===== config.mk =====
export PLATFORM = sky130hd
export DESIGN_NAME = sprite_frame_sequencer_core_flat
export DESIGN_NICKNAME = d
export VERILOG_FILES = /design/src/hw/rtl/sfs_pkg.sv /design/src/hw/rtl/sfs_if.sv /design/src/hw/rtl/sprite_frame_sequencer_core.sv /design/src/hw/rtl/sfs_divider.sv /design/src/flat_wrapper.sv
export SDC_FILE = /design/constraint.sdc
export NUM_CORES = 1
export LEC_CHECK = 0
export BUFFER_PORTS_ARGS = -buffer_cell sky130_fd_sc_hd__buf_2
export CAP_MARGIN = 10
export CORE_UTILIZATION = 38
export DETAILED_ROUTE_END_ITERATION = 12
export PLACE_DENSITY = 0.61
export SETUP_SLACK_MARGIN = 0.02
export SYNTH_ARGS = -nofsm -noshare
export SYNTH_HDL_FRONTEND = slang
export SYNTH_SLANG_ARGS = --single-unit

===== constraint.sdc =====
create_clock -name i_clk -period 4.9 [get_ports i_clk]
set_input_delay 0.49 -clock i_clk [delete_from_list [all_inputs] [get_ports i_clk]]
set_output_delay 0.49 -clock i_clk [all_outputs]
set_load 0.01 [all_outputs]

===== src/hw/rtl/sfs_pkg.sv =====
`timescale 1ns / 1ps

package sfs_pkg;

    localparam int TILE_W    = 16;
    localparam int FRAME_W   = 8;
    localparam int TICK_W    = 16;
    localparam int CFG_IDX_W = 2;
    localparam int CFG_DAT_W = 16;

    // 8-bit sub tick plus 16-bit tick count, and frame plus step count, fit in 17 bits
    localparam int DIVD_W    = 17;
    localparam int DIVS_W    = 8;
    localparam int DIV_CNT_W = $clog2(DIVD_W);

    typedef enum logic [CFG_IDX_W-1:0] {
        CFG_BASE_TILE    = 2'd0,
        CFG_FRAMES_TOTAL = 2'd1,
        CFG_TICKS_FRAME  = 2'd2,
        CFG_LOOPING      = 2'd3
    } t_cfg_idx;

    localparam logic MODE_ADVANCE = 1'b0;
    localparam logic MODE_RESTART = 1'b1;

    typedef struct packed {
        logic              start;
        logic [DIVD_W-1:0] dividend;
        logic [DIVS_W-1:0] divisor;
    } t_div_req;

    typedef struct packed {
        logic              done;
        logic [DIVD_W-1:0] quotient;
        logic [DIVS_W-1:0] remainder;
    } t_div_rsp;

endpackage


===== src/hw/rtl/sfs_if.sv =====
`timescale 1ns / 1ps

interface sfs_in_if import sfs_pkg::*; ();
    logic              valid;
    logic              ready;
    logic              mode;
    logic [TICK_W-1:0] tick_count;

    modport source (output valid, output mode, output tick_count, input ready);
    modport sink   (input valid, input mode, input tick_count, output ready);
endinterface

interface sfs_out_if import sfs_pkg::*; ();
    logic              valid;
    logic              ready;
    logic              frame_moved;
    logic [TILE_W-1:0] tile_number;
    logic              done_flag;

    modport source (output valid, output frame_moved, output tile_number,
                    output done_flag, input ready);
    modport sink   (input valid, input frame_moved, input tile_number,
                    input done_flag, output ready);
endinterface

interface sfs_cfg_if import sfs_pkg::*; ();
    logic                 valid;
    logic                 ready;
    logic [CFG_IDX_W-1:0] index;
    logic [CFG_DAT_W-1:0] data;

    modport source (output valid, output index, output data, input ready);
    modport sink   (input valid, input index, input data, output ready);
endinterface


===== src/hw/rtl/sprite_frame_sequencer_core.sv =====
`timescale 1ns / 1ps

// Sprite animation frame sequencer.
// i_cfg  : register writes (index 0 base tile, 1 frame count, 2 ticks per
//          frame, 3 loop enable). Always ready out of reset; write only
//          while no item is in flight.
// i_in   : items, mode 0 advances by tick_count, mode 1 restarts the
//          animation. Issue a restart after configuring.
// o_res  : one result per item: frame_moved, tile_number, done_flag.
// Flow: restart and no-op advances go from S_IDLE straight to S_WRITE, which
// loads the output register. An advance runs the shared divider (17
// iterations) once for the tick sum in S_DIV_TICK; a looping advance with a
// frame step runs it a second time for the frame wrap in S_DIV_WRAP. One item
// is in flight at a time; i_in.ready is high only while the sequencer is idle.
// Results sit in an output register; the next item is taken while a result
// waits. If o_res is stalled when the next result is ready, the sequencer
// holds it until the register frees.
// Reset (synchronous, active low) loads base tile 0, one frame, one tick per
// frame, looping on, and clears frame, sub tick and done flag.
module sprite_frame_sequencer_core
    import sfs_pkg::*;
(
    input  logic         i_clk,
    input  logic         i_rst_n,
    sfs_cfg_if.sink      i_cfg,
    sfs_in_if.sink       i_in,
    sfs_out_if.source    o_res
);

    typedef enum logic [2:0] {
        S_IDLE,
        S_DIV_TICK,
        S_DIV_WRAP,
        S_WRITE
    } t_state;

    t_state             r_state;

    logic [TILE_W-1:0]  r_base_tile;
    logic [FRAME_W-1:0] r_frames_total;
    logic [FRAME_W-1:0] r_ticks_frame;
    logic               r_looping;

    logic [FRAME_W-1:0] r_frame;
    logic [FRAME_W-1:0] r_sub_tick;
    logic               r_ended;
    logic               r_moved;

    logic               r_out_valid;
    logic               r_out_moved;
    logic [TILE_W-1:0]  r_out_tile;
    logic               r_out_done;

    t_div_req           r_div_req;
    t_div_rsp           div_rsp;

    logic               in_acc;
    logic               cfg_acc;
    logic               out_free;
    logic [FRAME_W-1:0] frames_left;
    logic               no_op;

    assign in_acc   = i_in.valid && i_in.ready;
    assign cfg_acc  = i_cfg.valid && i_cfg.ready;
    assign out_free = !r_out_valid || o_res.ready;

    assign frames_left = (r_frame < r_frames_total) ? (r_frames_total - r_frame) : '0;
    assign no_op = (i_in.tick_count == '0) || r_ended ||
                   (r_frames_total == '0) || (r_ticks_frame == '0);

    sfs_divider u_div (
        .i_clk   (i_clk),
        .i_rst_n (i_rst_n),
        .i_req   (r_div_req),
        .o_rsp   (div_rsp)
    );

    always_ff @(posedge i_clk) begin
        if (!i_rst_n) begin
            r_base_tile    <= '0;
            r_frames_total <= FRAME_W'(1);
            r_ticks_frame  <= FRAME_W'(1);
            r_looping      <= 1'b1;
        end else if (cfg_acc) begin
            unique case (t_cfg_idx'(i_cfg.index))
                CFG_BASE_TILE:    r_base_tile    <= i_cfg.data[TILE_W-1:0];
                CFG_FRAMES_TOTAL: r_frames_total <= i_cfg.data[FRAME_W-1:0];
                CFG_TICKS_FRAME:  r_ticks_frame  <= i_cfg.data[FRAME_W-1:0];
                CFG_LOOPING:      r_looping      <= i_cfg.data[0];
                default: ;
            endcase
        end
    end

    always_ff @(posedge i_clk) begin
        if (!i_rst_n) begin
            r_state         <= S_IDLE;
            r_frame         <= '0;
            r_sub_tick      <= '0;
            r_ended         <= 1'b0;
            r_moved         <= 1'b0;
            r_out_valid     <= 1'b0;
            r_div_req.start <= 1'b0;
        end else begin
            // S_WRITE reloads the register itself when it frees
            if (r_out_valid && o_res.ready && (r_state != S_WRITE)) begin
                r_out_valid <= 1'b0;
            end
            unique case (r_state)
                S_IDLE: begin
                    if (in_acc) begin
                        r_moved <= 1'b0;
                        if (i_in.mode == MODE_RESTART) begin
                            r_frame    <= '0;
                            r_sub_tick <= '0;
                            r_ended    <= 1'b0;
                            r_state    <= S_WRITE;
                        end else if (no_op) begin
                            r_state <= S_WRITE;
                        end else begin
                            r_div_req.start    <= 1'b1;
                            r_div_req.dividend <= {{(DIVD_W-FRAME_W){1'b0}}, r_sub_tick}
                                                + {{(DIVD_W-TICK_W){1'b0}}, i_in.tick_count};
                            r_div_req.divisor  <= r_ticks_frame;
                            r_state            <= S_DIV_TICK;
                        end
                    end
                end
                S_DIV_TICK: begin
                    if (div_rsp.done) begin
                        if (div_rsp.quotient == '0) begin
                            r_sub_tick <= div_rsp.remainder;
                            r_state    <= S_WRITE;
                        end else if (r_looping) begin
                            r_sub_tick         <= div_rsp.remainder;
                            r_moved            <= 1'b1;
                            r_div_req.start    <= 1'b1;
                            r_div_req.dividend <= {{(DIVD_W-FRAME_W){1'b0}}, r_frame}
                                                + div_rsp.quotient;
                            r_div_req.divisor  <= r_frames_total;
                            r_state            <= S_DIV_WRAP;
                        end else begin
                            r_moved <= 1'b1;
                            // one-shot: clamp at the last frame once the steps run out
                            if (div_rsp.quotient >= {{(DIVD_W-FRAME_W){1'b0}}, frames_left}) begin
                                r_frame    <= r_frames_total - 1'b1;
                                r_sub_tick <= '0;
                                r_ended    <= 1'b1;
                            end else begin
                                r_frame    <= r_frame + div_rsp.quotient[FRAME_W-1:0];
                                r_sub_tick <= div_rsp.remainder;
                            end
                            r_state <= S_WRITE;
                        end
                    end else begin
                        r_div_req.start <= 1'b0;
                    end
                end
                S_DIV_WRAP: begin
                    if (div_rsp.done) begin
                        r_frame <= div_rsp.remainder;
                        r_state <= S_WRITE;
                    end else begin
                        r_div_req.start <= 1'b0;
                    end
                end
                S_WRITE: begin
                    if (out_free) begin
                        r_out_valid <= 1'b1;
                        r_out_moved <= r_moved;
                        r_out_tile  <= r_base_tile + {{(TILE_W-FRAME_W){1'b0}}, r_frame};
                        r_out_done  <= r_ended;
                        r_state     <= S_IDLE;
                    end
                end
                default: r_state <= S_IDLE;
            endcase
        end
    end

    assign i_in.ready        = (r_state == S_IDLE) && i_rst_n;
    assign i_cfg.ready       = i_rst_n;
    assign o_res.valid       = r_out_valid;
    assign o_res.frame_moved = r_out_moved;
    assign o_res.tile_number = r_out_tile;
    assign o_res.done_flag   = r_out_done;

endmodule


===== src/hw/rtl/sfs_divider.sv =====
`timescale 1ns / 1ps

// Restoring divider, one quotient bit per cycle.
module sfs_divider
    import sfs_pkg::*;
(
    input  logic     i_clk,
    input  logic     i_rst_n,
    input  t_div_req i_req,
    output t_div_rsp o_rsp
);

    logic                 r_busy;
    logic                 r_done;
    logic [DIV_CNT_W-1:0] r_cnt;
    logic [DIVD_W-1:0]    r_q;
    logic [DIVS_W-1:0]    r_rem;
    logic [DIVS_W-1:0]    r_div;

    logic [DIVS_W:0]      shifted;
    logic                 fits;
    logic [DIVS_W:0]      diff;

    assign shifted = {r_rem, r_q[DIVD_W-1]};
    assign fits    = (shifted >= {1'b0, r_div});
    assign diff    = shifted - {1'b0, r_div};

    always_ff @(posedge i_clk) begin
        if (!i_rst_n) begin
            r_busy <= 1'b0;
            r_done <= 1'b0;
            r_cnt  <= '0;
        end else begin
            r_done <= 1'b0;
            if (i_req.start) begin
                r_busy <= 1'b1;
                r_cnt  <= '0;
                r_q    <= i_req.dividend;
                r_rem  <= '0;
                r_div  <= i_req.divisor;
            end else if (r_busy) begin
                // remainder stays below the divisor, so the low bits hold it
                r_rem <= fits ? diff[DIVS_W-1:0] : shifted[DIVS_W-1:0];
                r_q   <= {r_q[DIVD_W-2:0], fits};
                r_cnt <= r_cnt + 1'b1;
                if (r_cnt == DIV_CNT_W'(DIVD_W - 1)) begin
                    r_busy <= 1'b0;
                    r_done <= 1'b1;
                end
            end
        end
    end

    assign o_rsp.done      = r_done;
    assign o_rsp.quotient  = r_q;
    assign o_rsp.remainder = r_rem;

endmodule


===== src/flat_wrapper.sv =====
// flat-port wrapper written by rule: the top's interface ports become plain ports
module sprite_frame_sequencer_core_flat import sfs_pkg::*;
  (i_clk, i_rst_n, i_cfg_valid, i_cfg_index, i_cfg_data, i_cfg_ready, i_in_valid, i_in_mode, i_in_tick_count, i_in_ready, o_res_valid, o_res_frame_moved, o_res_tile_number, o_res_done_flag, o_res_ready);
  sfs_cfg_if i_cfg_i ();
  sfs_in_if i_in_i ();
  sfs_out_if o_res_i ();
  input  logic i_clk;
  input  logic i_rst_n;
  input wire logic [$bits(i_cfg_i.valid)-1:0] i_cfg_valid;
  input wire logic [$bits(i_cfg_i.index)-1:0] i_cfg_index;
  input wire logic [$bits(i_cfg_i.data)-1:0] i_cfg_data;
  output wire logic [$bits(i_cfg_i.ready)-1:0] i_cfg_ready;
  input wire logic [$bits(i_in_i.valid)-1:0] i_in_valid;
  input wire logic [$bits(i_in_i.mode)-1:0] i_in_mode;
  input wire logic [$bits(i_in_i.tick_count)-1:0] i_in_tick_count;
  output wire logic [$bits(i_in_i.ready)-1:0] i_in_ready;
  output wire logic [$bits(o_res_i.valid)-1:0] o_res_valid;
  output wire logic [$bits(o_res_i.frame_moved)-1:0] o_res_frame_moved;
  output wire logic [$bits(o_res_i.tile_number)-1:0] o_res_tile_number;
  output wire logic [$bits(o_res_i.done_flag)-1:0] o_res_done_flag;
  input wire logic [$bits(o_res_i.ready)-1:0] o_res_ready;
  assign i_cfg_i.valid = i_cfg_valid;
  assign i_cfg_i.index = i_cfg_index;
  assign i_cfg_i.data = i_cfg_data;
  assign i_cfg_ready = i_cfg_i.ready;
  assign i_in_i.valid = i_in_valid;
  assign i_in_i.mode = i_in_mode;
  assign i_in_i.tick_count = i_in_tick_count;
  assign i_in_ready = i_in_i.ready;
  assign o_res_valid = o_res_i.valid;
  assign o_res_frame_moved = o_res_i.frame_moved;
  assign o_res_tile_number = o_res_i.tile_number;
  assign o_res_done_flag = o_res_i.done_flag;
  assign o_res_i.ready = o_res_ready;
  sprite_frame_sequencer_core u_core (.i_clk(i_clk), .i_rst_n(i_rst_n), .i_cfg(i_cfg_i), .i_in(i_in_i), .o_res(o_res_i));
endmodule

=== Word-level counts from Yosys, hierarchy flattened ===
Cells that the tools add are included.
Widths: inputs -> output; s select.

* Bits in read-only memories: 0
* Bits in latches: 0
* Word-level logic and storage cells: 147
* Flip-flop bits (word level): 139
* Memory bits (writable): 0
* Bits of input ports: 40
* Memories kept: 0
* Output and inout port bits: 21

* Add/sub/neg operators: 8
* Bitwise logic cells: 2
* Eq/ne operators: 22
* Div/mod/pow operators: 0
* Reductions and logical operators: 35
* Mux-type cells: 55
* $lt $le $gt $ge: 3
* Multipliers: 0
* Shift-type cells: 0

{| class="wikitable"
|+ Operators by type and width
! cell !! number
|-
| $mux 26 || 5
|-
| $mux 8 || 14
|-
| $pmux 25 s2 || 1
|-
| $mux 17 || 2
|-
| $mux 25 || 1
|-
| $pmux 8 s3 || 1
|-
| $reduce_and 7->1 || 3
|-
| $mux 1 || 19
|-
| $mux 3 || 6
|-
| $add 8x16->17 || 1
|-
| $add 8x17->17 || 1
|-
| $ge 17x8->1 || 1
|-
| $logic_not 17->1 || 1
|-
| $add 16x8->16 || 1
|-
| $logic_not 16->1 || 1
|-
| $logic_not 8->1 || 2
|-
| $ne 2x2->1 const B || 8
|-
| $pmux 8 s2 || 1
|-
| $sub 8x8->8 || 2
|-
| $pmux 3 s4 || 1
|-
| $reduce_and 2->1 || 6
|-
| $reduce_and 4->1 || 3
|-
| $ge 9x8->1 || 1
|-
| $add 8x8->8 || 1
|-
| 26 further kinds || 42
|}

=== Longest topological paths before layout ===
Gate-level depths: netlist of the first run.

* Depth after elaboration: 8
* Depth in mapped cells: 17
* Gate-level depth less buffers: 16

=== By module ===
Synthesis of the first run repeated with hierarchy kept, for this count alone.

* Cell total of the unflattened synthesis: 842
* Area total of the unflattened synthesis: 8309.2 µm²

{| class="wikitable"
|+ By module, submodules not included
! module !! cells an instance !! sequential area each (µm²) !! instances !! area each (µm²)
|-
| sprite_frame_sequencer_core || 684 || 2392.3 || 1 || 6233.5
|-
| sfs_divider || 158 || 1131.1 || 1 || 2075.7
|}

=== Least setup slack after synthesis of the first run ===
OpenSTA, ideal clock, no wires.

* Path type: register -> register
* Start: register u_core.r_frames_total[0]
* End: register u_core.r_frame[5]
* Stages on the path, launching flop included: 18
* Clock period less this slack: 3.850 ns
* Required time: 4.817 ns
* Data arrival time: 3.767 ns
* Setup slack: 1.050 ns
* Path buffers: 1
* Cells stage by stage: dfxtp_1 inv_1 ha_1 fa_1 nor2b_1 o21ai_0 a21boi_0 o31ai_1 a21oi_1 nand2_1 ha_1 o21ai_0 a21oi_1 o31ai_2 and2_1 buf_2 mux2_2 o221ai_1

* Longest elaborated chain between the ends: 8
* Elaborated cells on any way between the ends: 10

{| class="wikitable"
|+ RTL lines
! item !! line !! RTL
|-
| start, declared || sprite_frame_sequencer_core.sv:40 || <nowiki>logic [FRAME_W-1:0] r_frames_total;</nowiki>
|-
| start signal, assigned || sprite_frame_sequencer_core.sv:87 || <nowiki>CFG_FRAMES_TOTAL: r_frames_total <= i_cfg.data[FRAME_W-1:0];</nowiki>
|-
| $sub 8x8->8 or $lt 8x8->1 (tied branches) || sprite_frame_sequencer_core.sv:67 || <nowiki>assign frames_left = (r_frame < r_frames_total) ? (r_frames_total - r_frame) : '0;</nowiki>
|-
| $mux 8 || sprite_frame_sequencer_core.sv:67 ||
|-
| $ge 17x8->1 || sprite_frame_sequencer_core.sv:145 || <nowiki>if (div_rsp.quotient >= {{(DIVD_W-FRAME_W){1'b0}}, frames_left}) begin</nowiki>
|-
| $mux 8 (*) || sprite_frame_sequencer_core.sv:145 ||
|-
| $mux 8 (*) || sprite_frame_sequencer_core.sv:134 || <nowiki>end else if (r_looping) begin</nowiki>
|-
| $mux 8 (*) || sprite_frame_sequencer_core.sv:131 || <nowiki>if (div_rsp.quotient == '0) begin</nowiki>
|-
| $mux 8 (*) || sprite_frame_sequencer_core.sv:130 || <nowiki>if (div_rsp.done) begin</nowiki>
|-
| $pmux 8 s3 (*) || sprite_frame_sequencer_core.sv:109 || <nowiki>unique case (r_state)</nowiki>
|-
| end signal, assigned || sprite_frame_sequencer_core.sv:146 || <nowiki>r_frame <= r_frames_total - 1'b1;</nowiki>
|-
| end signal, assigned || sprite_frame_sequencer_core.sv:150 || <nowiki>r_frame <= r_frame + div_rsp.quotient[FRAME_W-1:0];</nowiki>
|-
| end signal, assigned || sprite_frame_sequencer_core.sv:161 || <nowiki>r_frame <= div_rsp.remainder;</nowiki>
|-
| end, declared || sprite_frame_sequencer_core.sv:44 || <nowiki>logic [FRAME_W-1:0] r_frame;</nowiki>
|}

Mark *: on every way between the ends. The rest lies on a longest branch, timed or not. The select of a mux whose other input is x is not followed.
A chain may end at the register's enable or synchronous reset.

=== Final worst setup path of the first run ===
Ends and elaborated chain as after synthesis.

==> summary.md, run 1 <==
| Metric | Value |
|---|---|
| Critical path data arrival time | `4.84 ns` |
| DR WL/cell | `17.0 um` |
| Combinational power share | `30.9%` |
| Full die area | `22300 um2` |
| Remaining Overflow, GRT | `0` |
| Setup crit start kind | `flip-flop` |
| Synth cell types | `73` |
| Final Non-Filler Cells | `1203` |
| Fillers | `2027` |
| Synth warnings | `0` |
| Max Cap Viol | `0` |
| Count of state elements after synthesis | `138` |
| Sw power | `1.44 mW` |
| Die width | `149 um` |
| FMAX | `222 MHz` |
| Worst slew margin | `30.8%` |
| Nets | `1017` |
| CTS resizes | `0` |
| Status | `finished, final reports clean` |
| Clock slew seen by the registers of the worst setup and hold paths | `0.06 ns` |
| Clk root buf | `clkbuf_16` |
| Post-synth EDFFs | `76` |
| Worst-case clock buffer depth | `2` |
| Drt first pass iters | `5` |
| Slew Limit Fails | `0` |
| CP endpoint kind | `flip-flop` |
| Net Sw Frac | `34.4%` |
| H-tree depth | `4` |
| Worst-Margin Slew | `1.03 ns` |
| Post-CTS Setup Bufs | `0` |
| P_int | `2.75 mW` |
| 1st-iter DRT viols | `518` |
| Sequential share of the synthesized area | `42.8%` |
| P_leak | `3.66 nW` |
| RSZ-0062 raised after global routing | `false` |
| Cts bufs inserted | `17` |
| Std cell rows | `53` |
| Worst Hold Class | `primary input to flip-flop` |
| Post-DP HPWL | `15.2 mm` |
| Gr usage total | `19.0%` |
| Final Hold Vio Count | `0` |
| Worst path required time | `5.24 ns` |
| Share of cells above drive strength 1 | `15.5%` |
| Dominant synthesized flop cell | `edfxtp_1` |
| Detail Route Antenna Nets | `0` |
| Synthesized Nets | `960` |
| Setup Skew | `0.0104 ns` |
| Synthesized area | `8230 um2` |
| CTS Hold Bufs | `0` |
| First-pass GRT wire length | `32.6 mm` |
| Final min period | `4.50 ns` |
| Vias in the first global route | `6063` |
| Sum Neg Setup Slack | `0 ns` |
| Final worst-path cycle share | `91.8%` |
| TritonCTS clock tree | `built` |
| Synth async-reset ratio | `0%` |
| Synth Instances | `858` |
| Routed vias | `6514` |
| # diodes | `0` |
| Worst-Skew Late Latency | `0.42 ns` |
| Vias per cell | `5.41` |
| Multi-input gate area | `4430 um2` |
| Power Total | `4.19 mW` |
| Post-Route WL | `20.5 mm` |
| Worst setup margin | `0.400 ns` |
| Placed cells | `1170` |
| Initial antenna violation count | `0` |
| Hold Slack | `0.295 ns` |
| Clock power frac | `30.8%` |
| CP max FO | `10` |
| Num Clock Sinks | `138` |
| Residual DRC | `0` |
| Starting Density | `38.9%` |
| WS Path Type | `flip-flop to flip-flop` |
| Average cell area after synthesis | `9.60 um2` |
| Layout area overhead | `14.4%` |
| Placed Instance Area | `8800 um2` |
| GPL Wtd Cong | `0.845` |
| Maximum VDD drop | `335 uV` |
| FF+latch area | `3520 um2` |
| Share of power burned in registers | `38.2%` |
| Final setup fails | `0` |
| Final instance area | `9420 um2` |
| Ports | `61` |
| Pin count of the biggest net entering global routing | `48` |
| Die span in y | `149 um` |
| Setup slack at placement | `0.495 ns` |
| Pwr dens | `445 nW/um2` |
| Core Util, Final | `44.5%` |
| # port buffers | `60` |
| CORE AREA | `21200 um2` |
cells in the mapped netlist (all sizes together), types with 15 or more instances:
master	n	area, um2
nand2	120	450
a21oi	78	394
edfxtp	76	2280
dfxtp	62	1240
ha	57	713
nor2	48	180
inv	44	165
nand3	29	145
o21ai	28	140
xnor2	28	245
mux2	26	293
a211oi	17	145
clkbuf	17	83.8
xor2	17	149
nor2b	15	93.8
path summary, 6_finish.rpt:
check                           slack [ns]  cells past startpoint                     to                     start
worst max-delay path                  0.40                     16      u_core.r_frame[5]  u_core.r_frames_total[0]
worst min-delay path                  0.30                      3  u_core.r_base_tile[9]             i_cfg_data[9]
worst max register to register        0.40                     16      u_core.r_frame[5]  u_core.r_frames_total[0]
worst min register to register        0.42                      0  u_core.u_div.r_div[5]       u_core.r_div_req[5]
cell families after synthesis:
group                    synth area share [%]
AO/OA/AOI/OAI                            15.5
XOR/XNOR                                 4.79
adder cells (fa/ha/maj)                  9.88
buffers and inverters                    3.66
flip-flops                               42.8
multiplexers                             5.26
AND/OR/NAND/NOR                          18.1
critical path, cell delays in order, from the launching register on:
cell and delay (ns):
dfxtp_1 0.41, inv_1 0.13, ha_1 0.23, fa_1 0.41
nor2b_1 0.12, o21ai_0 0.10, a21boi_0 0.31, o31ai_1 0.14
a21oi_1 0.44, nand3_1 0.15, ha_1 0.32, a21oi_1 0.15
o21bai_1 0.11, a211oi_4 0.46, and2_1 0.42, mux2_2 0.38
o221ai_1 0.15
state kept, by name, indices dropped and copies added, names as in the netlist:
| signal | count |
|---|---|
| u_core.r_looping | 1 |
| u_core.o_res.done_flag | 1 |
| u_core.r_ticks_frame | 8 |
| u_core.u_div.r_div | 8 |
| u_core.r_state | 2 |
| u_core.o_res.tile_number | 16 |
| u_core.u_div.r_q | 17 |
| u_core.r_sub_tick | 8 |
| u_core.r_div_req | 26 |
| u_core.r_frames_total | 8 |
| u_core.r_ended | 1 |
| u_core.u_div.r_cnt | 5 |
| u_core.r_frame | 8 |
| u_core.o_res.valid | 1 |
| u_core.u_div.r_rem | 8 |
| u_core.u_div.r_done | 1 |
| u_core.o_res.frame_moved | 1 |
| u_core.u_div.r_busy | 1 |
| u_core.r_base_tile | 16 |
| u_core.r_moved | 1 |
cell type report:
| type | count | share of cell area [%] |
|---|---|---|
| flip-flops and latches | 138 | 37.4 |
| well taps | 275 | 3.65 |
| repair buffers | 67 | 3.75 |
| clock buffers | 21 | 5.46 |
| inverters | 44 | 1.75 |
| multi-input cells | 647 | 47.0 |
| clock inverters | 11 | 0.957 |
layer usage:
metal	share of wire, %	global-route usage [%]	vias up
met3	3.4	3.46	20
met5	0	0	-
met4	1.4	5.71	0
met2	47	30.5	105
li1	-	-	3248
met1	48	26.0	3141
power by group through the flow:
stage	clock, mW	combinational (mW)	sequential, mW
global placement	0	1.26	1.62
CTS	1.31	1.29	1.60
floorplan	0	0.990	1.56
detailed placement	0	1.28	1.63
finish	1.29	1.30	1.60
global route	1.36	1.45	1.62
cell usage in the layout (no fill, tap or decap), drive strengths merged, types with 11 or more instances in the layout:
cell type  instances
nor2              48
nor4              11
edfxtp            76
ha                57
clkbuf            21
mux2i             14
buf               67
mux2              26
a21oi             78
inv               50
xor2              17
xnor2             28
nand3             29
dfxtp             62
o21ai             28
a211oi            17
nor2b             15
nand2            120
No activity file was read; power rests on OpenSTA's default activity.
==> run 2, diff against run 1 <==
==> constraint.sdc (replaced) <==
create_clock -name i_clk -period 5.4 [get_ports i_clk]
set_input_delay 0.54 -clock i_clk [delete_from_list [all_inputs] [get_ports i_clk]]
set_output_delay 0.54 -clock i_clk [all_outputs]
set_load 0.01 [all_outputs]
==> summary.md, run 2 (synthesis gave the netlist of run 1 again) <==
| Metric | Value |
|---|---|
| Layout area overhead | `14.4%` |
| Ports | `61` |
| Die span in y | `149 um` |
| Biggest regs | `u_core.r_div_req x26, u_core.u_div.r_q x17` |
| Std cell rows | `53` |
| Fillers | `2040` |
| Clock power frac | `31.6%` |
| Routed vias | `6533` |
| Setup Skew | `0.0111 ns` |
| Maximum VDD drop | `261 uV` |
| CTS resizes | `0` |
| TritonCTS clock tree | `built` |
| Initial antenna violation count | `0` |
| CP endpoint kind | `flip-flop` |
| # port buffers | `60` |
| Power Total | `3.83 mW` |
| Final setup fails | `0` |
| Residual DRC | `0` |
| Worst-Skew Late Latency | `0.43 ns` |
| Drt first pass iters | `5` |
| Share of power burned in registers | `38.0%` |
| Clk root buf | `clkbuf_16` |
| Die width | `149 um` |
| Flip-flop count of the largest register after layout | `26` |
| Final min period | `4.53 ns` |
| # diodes | `0` |
| Max Cap Viol | `0` |
| Post-Route WL | `20.3 mm` |
| Sum Neg Setup Slack | `0 ns` |
| Worst-Margin Slew | `1.10 ns` |
| Slew Limit Fails | `0` |
| Post-DP HPWL | `15.2 mm` |
| Detail Route Antenna Nets | `0` |
| Most frequent cells in the layout | `120 x nand2_1, 77 x a21oi_1, 76 x edfxtp_1` |
| Final worst-path cycle share | `83.9%` |
| H-tree depth | `4` |
| Cts bufs inserted | `17` |
| Net Sw Frac | `35.0%` |
| 1st-iter DRT viols | `420` |
| P_int | `2.49 mW` |
| Top reg by flops | `u_core.r_div_req` |
| Pwr dens | `406 nW/um2` |
| First-pass GRT wire length | `32.4 mm` |
| Final Non-Filler Cells | `1202` |
| Vias in the first global route | `6089` |
| Full die area | `22300 um2` |
| Share of cells above drive strength 1 | `15.4%` |
| Post-CTS Setup Bufs | `0` |
| CP max FO | `10` |
| Critical path data arrival time | `4.87 ns` |
| Starting Density | `38.9%` |
| DR WL/cell | `16.9 um` |
| Setup crit start kind | `flip-flop` |
| Clock slew seen by the registers of the worst setup and hold paths | `0.07 ns` |
| Num Clock Sinks | `138` |
| Combinational power share | `30.4%` |
| Worst slew margin | `26.4%` |
| Final Hold Vio Count | `0` |
| Pin count of the biggest net entering global routing | `47` |
| Worst Hold Class | `primary input to flip-flop` |
| CTS Hold Bufs | `0` |
| WS Path Type | `flip-flop to flip-flop` |
| Remaining Overflow, GRT | `0` |
| Worst-case clock buffer depth | `2` |
| Gr usage total | `19.0%` |
| Worst path required time | `5.75 ns` |
| Placed cells | `1169` |
| CORE AREA | `21200 um2` |
| Vias per cell | `5.44` |
| Commonest non-fill, non-tap cell in the layout | `nand2_1` |
| Status | `finished, final reports clean` |
| Sw power | `1.34 mW` |
| RSZ-0062 raised after global routing | `false` |
| Nets | `1016` |
| GPL Wtd Cong | `0.872` |
| P_leak | `3.65 nW` |
| FMAX | `221 MHz` |
run 2: cell count changes in the layout (fill, tap and decap cells not counted), moves of 2 or more:
cell / change
clkbuf_16: -2
inv_8: +4
clkinv_8: +2
clkinv_4: -4
run 2: worst paths after layout:
kind	slack, ns	to	startpoint	cells past startpoint
setup / recovery	0.87	u_core.r_sub_tick[2]	u_core.r_frames_total[0]	16
hold / removal	0.34	u_core.r_base_tile[13]	i_cfg_data[13]	3
setup reg to reg	0.87	u_core.r_sub_tick[2]	u_core.r_frames_total[0]	16
hold reg to reg	0.43	u_core.u_div.r_div[0]	u_core.r_div_req[0]	0
run 2: worst max-delay path, stage by stage (launching register included):
cell and delay, ns:
dfxtp_1 0.40, inv_1 0.13, ha_1 0.23, fa_1 0.41, nor2b_1 0.11, o21ai_0 0.09, a21boi_0 0.32, o31ai_1 0.13
a21oi_1 0.43, nand2_1 0.12, ha_1 0.31, o21ai_0 0.14, a21oi_1 0.07, o31ai_2 0.58, a211oi_2 0.29, or3b_2 0.53
a21oi_1 0.15
run 2: stage by stage:
stage	hold WS [ns]	utilization [%]	instance area (um2)	setup WS, ns
floorplan	0.400	-	8230	1.55
global placement	0.402	41.6	8800	1.08
detailed placement	0.405	41.6	8800	0.934
CTS	0.330	44.5	9420	0.884
global route	0.335	44.5	9420	0.453
finish	0.340	44.5	9420	0.871
run 2: final cells by class:
cell class                      count  area [um2]  share of cell area, %
Clock buffer                       18         450                   4.78
Clock inverter                     14         168                   1.78
Inverter                           44         165                   1.75
Multi-Input combinational cell    647        4430                   47.0
Sequential cell                   138        3520                   37.4
Tap cell                          275         344                   3.65
Timing Repair Buffer               66         345                   3.66
run 2: power by group through the flow:
stage / Combinational, mW / Sequential, mW / Clock [mW]
floorplan: 0.899 / 1.42 / 0
global placement: 1.14 / 1.47 / 0
detailed placement: 1.15 / 1.47 / 0
CTS: 1.16 / 1.45 / 1.23
global route: 1.30 / 1.47 / 1.27
finish: 1.16 / 1.45 / 1.21
run 2: layer usage:
metal	up-vias	GRT usage (%)	wire length (um)	share of wire, %
li1	3248	-	-	-
met1	3149	26.1	9720	48
met2	114	30.3	9510	47
met3	22	2.97	745	3.7
met4	0	5.92	326	1.6
met5	-	0	0	0
